--- config.mk ---
export PLATFORM = sky130hd
export DESIGN_NAME = period_to_rpm_seven_segment
export DESIGN_NICKNAME = d
export VERILOG_FILES = /design/src/rtl/core/p2r7s_pkg.sv /design/src/rtl/core/period_to_rpm_seven_segment.sv /design/src/rtl/core/p2r7s_ucode_rom.sv /design/src/rtl/core/p2r7s_sequencer.sv /design/src/rtl/core/p2r7s_datapath.sv
export SDC_FILE = /design/constraint.sdc
export NUM_CORES = 1
export LEC_CHECK = 0
export BUFFER_PORTS_ARGS = -buffer_cell sky130_fd_sc_hd__buf_4
export CORE_MARGIN = 5
export CORE_UTILIZATION = 40
export DETAILED_ROUTE_END_ITERATION = 10
export SKIP_CTS_REPAIR_TIMING = 1
export SYNTH_ARGS = -nofsm -noshare
export SYNTH_HDL_FRONTEND = slang
export SYNTH_HIERARCHICAL = 1
export SYNTH_SLANG_ARGS = --single-unit
--- constraint.sdc ---
create_clock -name clk -period 8.4 [get_ports clk]
set_input_delay 1.68 -clock clk [delete_from_list [all_inputs] [get_ports clk]]
set_output_delay 1.68 -clock clk [all_outputs]
set_load 0.02 [all_outputs]
--- src/rtl/core/p2r7s_pkg.sv ---
// ---------------------------------------------------------------------------
// p2r7s_pkg: shared types and codes of the tachometer display block
// Control word layout, datapath operation codes, jump conditions, opcodes.
// ---------------------------------------------------------------------------
`default_nettype none

package p2r7s_pkg;

  localparam int NumDigitsDefault = 4;
  localparam logic [31:0] TpmReset = 32'd60000000;
  localparam logic [13:0] SpeedMax = 14'd9999;

  localparam int StepW = 4;

  // input opcodes
  localparam logic [1:0] OPC_OVERFLOW = 2'd0;
  localparam logic [1:0] OPC_CAPTURE  = 2'd1;
  localparam logic [1:0] OPC_SCAN     = 2'd2;

  // datapath operations
  localparam logic [2:0] DP_NOP      = 3'd0;
  localparam logic [2:0] DP_LATCH    = 3'd1;
  localparam logic [2:0] DP_DIV_INIT = 3'd2;
  localparam logic [2:0] DP_DIV_STEP = 3'd3;
  localparam logic [2:0] DP_SAT_LOAD = 3'd4;
  localparam logic [2:0] DP_BCD_STEP = 3'd5;
  localparam logic [2:0] DP_APPLY    = 3'd6;
  localparam logic [2:0] DP_EMIT     = 3'd7;

  // jump conditions
  localparam logic [2:0] JC_NEVER       = 3'd0;
  localparam logic [2:0] JC_ALWAYS      = 3'd1;
  localparam logic [2:0] JC_NO_IN       = 3'd2;
  localparam logic [2:0] JC_NOT_CAPTURE = 3'd3;
  localparam logic [2:0] JC_CNT_NZ      = 3'd4;
  localparam logic [2:0] JC_OUT_BLOCKED = 3'd5;

  // program steps
  localparam logic [StepW-1:0] ST_FETCH    = 4'd0;
  localparam logic [StepW-1:0] ST_DISPATCH = 4'd1;
  localparam logic [StepW-1:0] ST_DIV_INIT = 4'd2;
  localparam logic [StepW-1:0] ST_DIV_LOOP = 4'd3;
  localparam logic [StepW-1:0] ST_SAT      = 4'd4;
  localparam logic [StepW-1:0] ST_BCD_LOOP = 4'd5;
  localparam logic [StepW-1:0] ST_APPLY    = 4'd6;
  localparam logic [StepW-1:0] ST_EMIT     = 4'd7;
  localparam logic [StepW-1:0] ST_RETURN   = 4'd8;

  typedef struct packed {
    logic [2:0]       dp_op;
    logic [2:0]       cond;
    logic [StepW-1:0] target;
  } ctrl_word_t;

  typedef struct packed {
    logic cnt_nz;
    logic is_capture;
    logic out_blocked;
  } dp_status_t;

endpackage

`default_nettype wire

--- src/rtl/core/period_to_rpm_seven_segment.sv ---
// ---------------------------------------------------------------------------
// period_to_rpm_seven_segment: tachometer with multiplexed seven-segment view
// Counts timer overflows, turns a capture into rpm by serial division and
// drives one digit of a multiplexed display per result beat.
// ---------------------------------------------------------------------------
//
//   channel   handshake              payload
//   -------   --------------------   -------------------------------------
//   in        in_valid / in_ready    opcode, capture_value
//   out       out_valid / out_ready  rpm_value, segments, digit_select
//   cfg       cfg_valid / cfg_ready  cfg_data (ticks per minute)
//
// overflow, scan and unused opcodes pass through the dispatch, apply and emit
//   steps; the result beat is registered in the emit step
// a capture runs dispatch, divide init, the divide loop, saturation, the bcd
//   loop, apply and emit: 32 restoring divide steps plus 14 bcd steps of the
//   datapath with its shared loop counter, run by the microcode step counter
// one item is in work at a time; in_ready is high only in the fetch step
// a result waits in the output register; the emit step holds while it is full and out_ready is low
// synchronous reset clears state, speed and display; cfg is always ready
`default_nettype none

module period_to_rpm_seven_segment #(
  parameter int NUM_DIGITS = p2r7s_pkg::NumDigitsDefault
) (
  input  wire logic        clk,
  input  wire logic        rst,
  // item input
  input  wire logic        in_valid,
  output logic             in_ready,
  input  wire logic [1:0]  opcode,
  input  wire logic [15:0] capture_value,
  // result output
  output logic             out_valid,
  input  wire logic        out_ready,
  output logic [13:0]      rpm_value,
  output logic [6:0]       segments,
  output logic [3:0]       digit_select,
  // configuration write
  input  wire logic        cfg_valid,
  output logic             cfg_ready,
  input  wire logic [31:0] cfg_data
);

  logic [p2r7s_pkg::StepW-1:0] step;
  p2r7s_pkg::ctrl_word_t       cw;
  p2r7s_pkg::dp_status_t       status;
  logic                        in_beat;
  logic                        cfg_beat;

  // input beats are only taken in the fetch step
  assign in_ready  = (step == p2r7s_pkg::ST_FETCH);
  assign in_beat   = in_valid && in_ready;
  assign cfg_ready = 1'b1;
  assign cfg_beat  = cfg_valid && cfg_ready;

  // control program
  p2r7s_ucode_rom u_rom (
    .step (step),
    .cw   (cw)
  );

  // step counter and jump logic
  p2r7s_sequencer u_seq (
    .clk     (clk),
    .rst     (rst),
    .cw      (cw),
    .status  (status),
    .in_beat (in_beat),
    .step    (step)
  );

  // divider, bcd conversion, state and output register
  p2r7s_datapath #(
    .NUM_DIGITS (NUM_DIGITS)
  ) u_dp (
    .clk           (clk),
    .rst           (rst),
    .dp_op         (cw.dp_op),
    .in_beat       (in_beat),
    .opcode        (opcode),
    .capture_value (capture_value),
    .cfg_beat      (cfg_beat),
    .cfg_data      (cfg_data),
    .out_ready     (out_ready),
    .status        (status),
    .out_valid     (out_valid),
    .rpm_value     (rpm_value),
    .segments      (segments),
    .digit_select  (digit_select)
  );

  // speed is always saturated
  assert property (@(posedge clk) disable iff (rst)
    out_valid |-> rpm_value <= p2r7s_pkg::SpeedMax)
    else $error("rpm above saturation");

  // at most one digit driven
  assert property (@(posedge clk) disable iff (rst)
    out_valid |-> $onehot0(digit_select))
    else $error("digit select not one-hot");

  // an accepted item leaves the fetch step
  assert property (@(posedge clk) disable iff (rst)
    in_beat |=> !in_ready)
    else $error("second beat taken while item in work");

  // a new result appears only from the emit step
  assert property (@(posedge clk) disable iff (rst)
    (!out_valid || out_ready) && (step != p2r7s_pkg::ST_EMIT) |=> !out_valid)
    else $error("result produced outside emit step");

endmodule

`default_nettype wire

--- src/rtl/core/p2r7s_ucode_rom.sv ---
// ---------------------------------------------------------------------------
// p2r7s_ucode_rom: control program of the tachometer sequencer
// One control word per step: datapath operation, jump condition, target.
// ---------------------------------------------------------------------------
`default_nettype none

module p2r7s_ucode_rom (
  input  wire logic [p2r7s_pkg::StepW-1:0] step,
  output p2r7s_pkg::ctrl_word_t            cw
);

  always_comb begin
    case (step)
      p2r7s_pkg::ST_FETCH: begin
        cw = '{p2r7s_pkg::DP_LATCH, p2r7s_pkg::JC_NO_IN, p2r7s_pkg::ST_FETCH};
      end
      p2r7s_pkg::ST_DISPATCH: begin
        cw = '{p2r7s_pkg::DP_NOP, p2r7s_pkg::JC_NOT_CAPTURE, p2r7s_pkg::ST_APPLY};
      end
      p2r7s_pkg::ST_DIV_INIT: begin
        cw = '{p2r7s_pkg::DP_DIV_INIT, p2r7s_pkg::JC_NEVER, p2r7s_pkg::ST_FETCH};
      end
      p2r7s_pkg::ST_DIV_LOOP: begin
        cw = '{p2r7s_pkg::DP_DIV_STEP, p2r7s_pkg::JC_CNT_NZ, p2r7s_pkg::ST_DIV_LOOP};
      end
      p2r7s_pkg::ST_SAT: begin
        cw = '{p2r7s_pkg::DP_SAT_LOAD, p2r7s_pkg::JC_NEVER, p2r7s_pkg::ST_FETCH};
      end
      p2r7s_pkg::ST_BCD_LOOP: begin
        cw = '{p2r7s_pkg::DP_BCD_STEP, p2r7s_pkg::JC_CNT_NZ, p2r7s_pkg::ST_BCD_LOOP};
      end
      p2r7s_pkg::ST_APPLY: begin
        cw = '{p2r7s_pkg::DP_APPLY, p2r7s_pkg::JC_NEVER, p2r7s_pkg::ST_FETCH};
      end
      p2r7s_pkg::ST_EMIT: begin
        cw = '{p2r7s_pkg::DP_EMIT, p2r7s_pkg::JC_OUT_BLOCKED, p2r7s_pkg::ST_EMIT};
      end
      default: begin
        cw = '{p2r7s_pkg::DP_NOP, p2r7s_pkg::JC_ALWAYS, p2r7s_pkg::ST_FETCH};
      end
    endcase
  end

endmodule

`default_nettype wire

--- src/rtl/core/p2r7s_sequencer.sv ---
// ---------------------------------------------------------------------------
// p2r7s_sequencer: step counter with conditional jumps
// Takes the jump target when the condition holds, else goes to the next step.
// ---------------------------------------------------------------------------
`default_nettype none

module p2r7s_sequencer (
  input  wire logic                        clk,
  input  wire logic                        rst,
  input  wire p2r7s_pkg::ctrl_word_t       cw,
  input  wire p2r7s_pkg::dp_status_t       status,
  input  wire logic                        in_beat,
  output logic [p2r7s_pkg::StepW-1:0]      step
);

  logic                           take;
  logic [p2r7s_pkg::StepW-1:0]    step_next;

  always_comb begin
    case (cw.cond)
      p2r7s_pkg::JC_ALWAYS:      take = 1'b1;
      p2r7s_pkg::JC_NO_IN:       take = !in_beat;
      p2r7s_pkg::JC_NOT_CAPTURE: take = !status.is_capture;
      p2r7s_pkg::JC_CNT_NZ:      take = status.cnt_nz;
      p2r7s_pkg::JC_OUT_BLOCKED: take = status.out_blocked;
      default:                   take = 1'b0;
    endcase
    step_next = take ? cw.target : step + 1'b1;
  end

  always_ff @(posedge clk) begin
    if (rst) begin
      step <= p2r7s_pkg::ST_FETCH;
    end else begin
      step <= step_next;
    end
  end

endmodule

`default_nettype wire

--- src/rtl/core/p2r7s_datapath.sv ---
// ---------------------------------------------------------------------------
// p2r7s_datapath: state, serial divider, binary to bcd and output register
// Executes one datapath operation per cycle as the control word selects.
// ---------------------------------------------------------------------------
`default_nettype none

module p2r7s_datapath #(
  parameter int NUM_DIGITS = p2r7s_pkg::NumDigitsDefault
) (
  input  wire logic                  clk,
  input  wire logic                  rst,
  input  wire logic [2:0]            dp_op,
  input  wire logic                  in_beat,
  input  wire logic [1:0]            opcode,
  input  wire logic [15:0]           capture_value,
  input  wire logic                  cfg_beat,
  input  wire logic [31:0]           cfg_data,
  input  wire logic                  out_ready,
  output p2r7s_pkg::dp_status_t      status,
  output logic                       out_valid,
  output logic [13:0]                rpm_value,
  output logic [6:0]                 segments,
  output logic [3:0]                 digit_select
);

  localparam int PosW = (NUM_DIGITS > 1) ? $clog2(NUM_DIGITS) : 1;

  function automatic logic [6:0] seg_of(input logic [3:0] d);
    case (d)
      4'd0:    seg_of = 7'h3F;
      4'd1:    seg_of = 7'h06;
      4'd2:    seg_of = 7'h5B;
      4'd3:    seg_of = 7'h4F;
      4'd4:    seg_of = 7'h66;
      4'd5:    seg_of = 7'h6D;
      4'd6:    seg_of = 7'h7D;
      4'd7:    seg_of = 7'h07;
      4'd8:    seg_of = 7'h7F;
      4'd9:    seg_of = 7'h6F;
      default: seg_of = 7'h00;
    endcase
  endfunction

  logic [31:0]     tpm;
  logic [15:0]     ovf;
  logic [13:0]     speed;
  logic [15:0]     digits;
  logic [PosW-1:0] pos;
  logic [1:0]      op_q;
  logic [15:0]     cap_q;
  logic [32:0]     rem;
  logic [31:0]     dq;
  logic [4:0]      cnt;
  logic            zero_per;
  logic [13:0]     bin;

  logic [31:0] period;
  logic [32:0] trial;
  logic        fits;
  logic [13:0] sat;
  logic [15:0] adj;
  logic [2:0]  pos3;
  logic [2:0]  weight;
  logic [3:0]  digit;
  logic [3:0]  sel;
  logic        out_blocked;

  always_comb begin
    period = {ovf, cap_q};
    trial  = {rem[31:0], dq[31]};
    fits   = trial >= {1'b0, period};
    sat    = (zero_per || dq > 32'(p2r7s_pkg::SpeedMax)) ? p2r7s_pkg::SpeedMax : dq[13:0];
    // add three to every bcd digit of five or more before the shift
    for (int i = 0; i < 4; i++) begin
      adj[i*4 +: 4] = (digits[i*4 +: 4] >= 4'd5) ? digits[i*4 +: 4] + 4'd3
                                                 : digits[i*4 +: 4];
    end
    pos3   = 3'(pos);
    weight = 3'(NUM_DIGITS - 1) - pos3;
    digit  = weight[2] ? 4'd0 : digits[{weight[1:0], 2'b00} +: 4];
    for (int i = 0; i < 4; i++) begin
      sel[i] = (pos3 == 3'(i));
    end
    out_blocked = out_valid && !out_ready;
  end

  assign status.cnt_nz      = (cnt != 5'd0);
  assign status.is_capture  = (op_q == p2r7s_pkg::OPC_CAPTURE);
  assign status.out_blocked = out_blocked;

  always_ff @(posedge clk) begin
    if (rst) begin
      tpm       <= p2r7s_pkg::TpmReset;
      ovf       <= '0;
      speed     <= '0;
      digits    <= '0;
      pos       <= '0;
      out_valid <= 1'b0;
    end else begin
      if (cfg_beat) begin
        tpm <= cfg_data;
      end
      // the emit step reloads the register itself when the beat is taken
      if (out_valid && out_ready && dp_op != p2r7s_pkg::DP_EMIT) begin
        out_valid <= 1'b0;
      end
      case (dp_op)
        p2r7s_pkg::DP_LATCH: begin
          if (in_beat) begin
            op_q  <= opcode;
            cap_q <= capture_value;
          end
        end
        p2r7s_pkg::DP_DIV_INIT: begin
          rem      <= '0;
          dq       <= tpm;
          cnt      <= 5'd31;
          zero_per <= (period == 32'd0);
        end
        p2r7s_pkg::DP_DIV_STEP: begin
          rem <= fits ? trial - {1'b0, period} : trial;
          dq  <= {dq[30:0], fits};
          cnt <= cnt - 5'd1;
        end
        p2r7s_pkg::DP_SAT_LOAD: begin
          speed  <= sat;
          bin    <= sat;
          digits <= '0;
          ovf    <= '0;
          cnt    <= 5'd13;
        end
        p2r7s_pkg::DP_BCD_STEP: begin
          digits <= {adj[14:0], bin[13]};
          bin    <= {bin[12:0], 1'b0};
          cnt    <= cnt - 5'd1;
        end
        p2r7s_pkg::DP_APPLY: begin
          if (op_q == p2r7s_pkg::OPC_OVERFLOW) begin
            if (ovf != 16'hFFFF) begin
              ovf <= ovf + 16'd1;
            end
          end else if (op_q == p2r7s_pkg::OPC_SCAN) begin
            pos <= (pos3 == 3'(NUM_DIGITS - 1)) ? '0 : pos + 1'b1;
          end
        end
        p2r7s_pkg::DP_EMIT: begin
          if (!out_blocked) begin
            out_valid    <= 1'b1;
            rpm_value    <= speed;
            segments     <= seg_of(digit);
            digit_select <= sel;
          end
        end
        default: begin
        end
      endcase
    end
  end

endmodule

`default_nettype wire

-- Word level (Yosys, flattened, before mapping)
Memory sizes are Yosys's and may differ from the RTL's. A register that Yosys moved wholly into a read port is not among the register bits.
Index checks and enable logic that the tools add are counted.
- memories kept: 2
- bits in registers: 205
- bits of input ports: 55
- memory bits (read-only): 184
- RAM bits: 0
- bits in latches: 0
- output and inout bits: 28
- logic and storage cells: 108
- eq/ne operators: 21
- div/mod/pow operators: 0
- multipliers: 0
- reduce and logical (&&, ||, !) cells: 26
- shifts and indexed selects: 1
- mux-type cells: 23
- bitwise gates (word level): 3
- magnitude comparators: 6
- add/subtract/negate cells: 10
- memory list (name ; depth ; width ; read ports ; clocked after Yosys merged registers in ; write ports ; RTL line ; source):
    (name not given) ; 16 ; 7 ; 1 ; 1 ; 0 ; p2r7s_datapath.sv:29 ; case (d)
    (name not given) ; 8 ; 9 ; 1 ; 1 ; 0 ; p2r7s_ucode_rom.sv:13 ; case (step)
- operator list (operator ; number):
    $pmux 32 s2 ; 2
    $pmux 16 s2 ; 2
    $ge 33x32->1 ; 1
    $gt 32x14->1 const B ; 1
    $logic_not 32->1 ; 1
    $mux 16 ; 2
    $mux 32 ; 1
    $sub 32x32->32 ; 1
    $pmux 14 s2 ; 1
    $mux 4 ; 5
    $eq 3x3->1 const B ; 6
    $add 16x1->16 const B ; 1
    $ge 4x3->1 const B ; 4
    $ne 16x16->1 const B ; 1
    $shiftx 16x5->4 ; 1
    $pmux 5 s3 ; 1
    $mux 14 ; 1
    $add 4x2->4 const B ; 3
    $eq 3x2->1 const B ; 4
    $reduce_and 3->1 ; 4
    $mux 10 ; 1
    $reduce_and 2->1 ; 4
    $eq 2x2->1 const B ; 3
    $eq 3x1->1 const B ; 2
    other kinds (22) ; 37

-- Depth between registers and ports, before layout
- word-level depth: 6
- depth in mapped cells: 13
- mapped depth without buffers: 11

-- Hierarchy
Netlist, hierarchy kept.
- by module, submodules not included (module ; times used ; area an instance (um^2) ; seq. area each (um^2) ; cells each):
    p2r7s_datapath ; 1 ; 10895.4 ; 5435.2 ; 1131
    p2r7s_sequencer ; 1 ; 252.7 ; 80.1 ; 24
    p2r7s_ucode_rom ; 1 ; 125.1 ; 0.0 ; 20
    period_to_rpm_seven_segment ; 1 ; 30.0 ; 0.0 ; 4

-- Least setup slack after synthesis
OpenSTA, ideal clock, no wires.
- kind: input to register
- from: in rst
- to: reg u_dp.dq[0], enable pin
- setup time: 578 ps
- cell stages on the path: 3
- required time: 7822 ps
- path slack: 1072 ps
- arrival time: 6750 ps
- path buffers: 2
- cells stage by stage: clkbuf_1 -> clkbuf_1 -> nor3b_1
- word-level cells in the longest chain between the ends: 2
- RTL lines (what ; RTL line ; source):
    start: declaration ; period_to_rpm_seven_segment.sv:27 ; input wire logic rst,
    $not 1->1 (no line) ; n/a ;
    $reduce_and 2->1 (no line) ; n/a ;
    end signal: assignment ; p2r7s_datapath.sv:116 ; dq <= tpm;
    end signal: assignment ; p2r7s_datapath.sv:122 ; dq <= {dq[30:0], fits};
    end: declaration ; p2r7s_datapath.sv:52 ; logic [31:0] dq;
Every way passes these cells.
A chain may end at the register's enable or synchronous reset.

-- Worst setup path after layout
- from: reg u_dp.ovf[2]
- to: reg u_dp.rem[0] (data pin)
- word-level cells in the longest chain between the ends: 3
- RTL lines (what ; RTL line ; source):
    start: declaration ; p2r7s_datapath.sv:45 ; logic [15:0] ovf;
    start signal: assignment ; p2r7s_datapath.sv:140 ; ovf <= ovf + 16'd1;
    $ge 33x32->1 ; p2r7s_datapath.sv:71 ; fits = trial >= {1'b0, period};
    $mux 32 ; p2r7s_datapath.sv:121 ; rem <= fits ? trial - {1'b0, period} : trial;
    $pmux 32 s2 ; p2r7s_datapath.sv:107 ; case (dp_op)
    end signal: assignment ; p2r7s_datapath.sv:121 ;
    end: declaration ; p2r7s_datapath.sv:51 ; logic [32:0] rem;
Every way passes these cells.

==> impl_metrics.env <==
export IMPL_cp_end_kind="register"
export IMPL_port_buffer_count=81
export IMPL_powerDensity_nw_per_um2=238
export IMPL_setup_tns_ns=0
export IMPL_wl_per_cell_um=15.6
export IMPL_syn_area_sq_um=11300
export IMPL_synth_distinct_cells=72
export IMPL_post_route_util_pct=46.7
export IMPL_finalHoldViolations=0
export IMPL_cts_sinks=212
export IMPL_instances_no_fill=1631
export IMPL_ant_nets=0
export IMPL_grt_usage_pct=15.9
export IMPL_vdd_drop_max_mv=0.179
export IMPL_crit_arrival_ns=3.74
export IMPL_grt_pass1_wl_um=42000
export IMPL_dp_cells=1587
export IMPL_initial_core_util_pct=40.6
export IMPL_cp_required_ns=8.76
export IMPL_skew_ns=0.00939
export IMPL_grt_pass1_vias=8296
export IMPL_h_tree_depth=1
export IMPL_area_growth_pct=15.0
export IMPL_grt_overflow_total=0
export IMPL_fin_crit_sh_pct=40.2
export IMPL_die_w_um=178
export IMPL_worstHoldPathType="register to register"
export IMPL_final_common_cell="nand2_1"
export IMPL_clockRootBuffer="clkbuf_16"
export IMPL_rows=61
export IMPL_antenna_found_initial=0
export IMPL_ioPinCount=83
export IMPL_design_core_area_sq_um=27900
export IMPL_syn_num_nets=1292
export IMPL_status="finished clean"
export IMPL_crit_type="register to register"
export IMPL_grt_max_degree=65
export IMPL_drt_wl_total_um=25400
export IMPL_path_cells="inv_1 -> ha_1 -> nand4_1 -> or4_1 -> nor3_2 -> a311oi_1 -> nand3_1 -> or3_1 -> buf_4 -> nor2_1 -> a211oi_2"
export IMPL_cap_violations=0
export IMPL_relSlewSlack_pct=23.5
export IMPL_synth_flop_cell="edfxtp_1"
export IMPL_setup_viol=0
export IMPL_cts_tree="done"
export IMPL_postSynthCellCount=1179
export IMPL_drcViolationCount=0
export IMPL_critPathMaxFanout=27
export IMPL_critical_path_slowest_cell="ha_1"
export IMPL_drive_gt1_share_pct=13.1
export IMPL_dr_pass1_iters=5
export IMPL_vias_per_cell=5.24
export IMPL_drv_slew=0
export IMPL_clk_latency_ns=0.52
export IMPL_grt_setup_unrepaired="no"
export IMPL_path_clk_slew_ns=0.06
export IMPL_mostFrequentLayoutCells="194 x nand2_1, 127 x edfxtp_1, 110 x nor2_1, 92 x buf_4, 85 x dfxtp_1"
export IMPL_cts_path_max_buffers=3
export IMPL_dp_hpwl_um=17400
export IMPL_routabilityCongestion=0.837
export IMPL_place_area_sq_um=12200
export IMPL_cpPeakStageDelay_ns=0.53
export IMPL_synth_seq_cells=212
export IMPL_yosys_warnings=6
export IMPL_cp_start_kind="register"
export IMPL_synth_edf_count=127
export IMPL_synthArstFlopShare_pct=0
export IMPL_period_needed_ns=3.38
export IMPL_dieArea_sq_um=31700
export IMPL_ys_seq_area_share_pct=48.8
export IMPL_p_leak_nw=4.93
export IMPL_dieHeight_um=178
export IMPL_fmax_mhz=296
export IMPL_nNetsFinal=1348
export IMPL_vias=8547
export IMPL_syn_area_per_cell_sq_um=9.59
export IMPL_r2r_setup_slack_ns=5.02
export IMPL_final_area_sq_um=13000
export IMPL_drtIter0Drc=591
export IMPL_antenna_cells=0
export IMPL_cts_buffers_inserted=24
export IMPL_hold_ws_ns=0.434
export IMPL_tightest_slew_ns=1.14
cells in the mapped netlist, drive strengths merged, types with 20 or more instances:
cell type  instances  share of area [%]
nand2            194                6.4
edfxtp           127                 34
nor2             111                3.7
dfxtp             85                 15
a21oi             82                3.7
inv               61                2.0
ha                57                6.3
o21ai             45                2.0
clkbuf            41                1.4
nand3             33                1.5
xnor2             32                2.5
mux2i             26                2.3
buf               21                1.3
nor3              20               0.97
power breakdown:
part	switching (mW)	total, mW	internal, mW
registers	0.0660	1.30	1.23
logic	0.477	0.751	0.274
clock network	0.420	1.04	0.625
area by class of cell:
class | count | area, sq um
Clock buffer | 36 | 759
Sequential cell | 212 | 5520
Timing Repair Buffer | 92 | 691
Clock inverter | 8 | 43.8
Inverter | 61 | 229
Multi-Input combinational cell | 844 | 5290
Tap cell | 378 | 473
Fill cell | 2669 | 14900
path summary, 6_finish.rpt:
kind	to	cells past startpoint	from
min reg2reg	u_dp/rpm_value[3]$_DFFE_PP_	0	u_dp/speed[3]$_SDFFE_PP0P_
max reg2reg	u_dp/rem[0]$_SDFFCE_PN0P_	11	u_dp/ovf[2]$_SDFFE_PP0P_
max	u_dp/rem[0]$_SDFFCE_PN0P_	11	u_dp/ovf[2]$_SDFFE_PP0P_
min	u_dp/rpm_value[3]$_DFFE_PP_	0	u_dp/speed[3]$_SDFFE_PP0P_
sequential cells by signal (all words and copies together), names as in the netlist:
signal             flops
u_dp/bin              14
u_dp/cap_q            16
u_dp/cnt               5
u_dp/digit_select      4
u_dp/digits           16
u_dp/dq               32
u_dp/op_q              2
u_dp/out_valid         1
u_dp/ovf              16
u_dp/pos               2
u_dp/rem              32
u_dp/rpm_value        14
u_dp/segments          7
u_dp/speed            14
u_dp/tpm              32
u_dp/zero_per          1
u_seq/step             4
stage by stage:
step / power [mW] / worst slack (ns)
6_report: 3.09 / 5.02
5_1_grt: 3.27 / 4.70
4_1_cts: 3.13 / 4.99
3_5_place_dp: 2.07 / 4.78
3_3_place_gp: 2.06 / 4.82
2_1_floorplan: 1.87 / 1.07
logic make-up after synthesis:
group                    share of synthesized area [%]
AND/OR/NAND/NOR                                   19.7
AO/OA/AOI/OAI                                     13.6
flip-flops                                        48.8
buffers and inverters                             4.67
adder cells (fa/ha/maj)                           6.49
XOR/XNOR                                          3.49
multiplexers                                      3.20
other                                           0.0664
metal layers:
layer  share of wire (%)  global-route usage (%)  vias up
met5                   0                       0        -
met4                 2.5                    4.35        0
met2                  45                    25.8      160
met1                  49                    22.6     4041
li1                    -                       -     4302
met3                 3.7                    1.95       44
worst max-delay path: cells and delay by family (launching register included):
kind | cells | cell delay [ns]
AND/OR/NAND/NOR | 6 | 1.45
adder cells (fa/ha/maj) | 1 | 0.53
buffers and inverters | 2 | 0.52
flip-flops | 1 | 0.40
AO/OA/AOI/OAI | 2 | 0.32
Note: power is estimated with default switching activity, not from simulation.
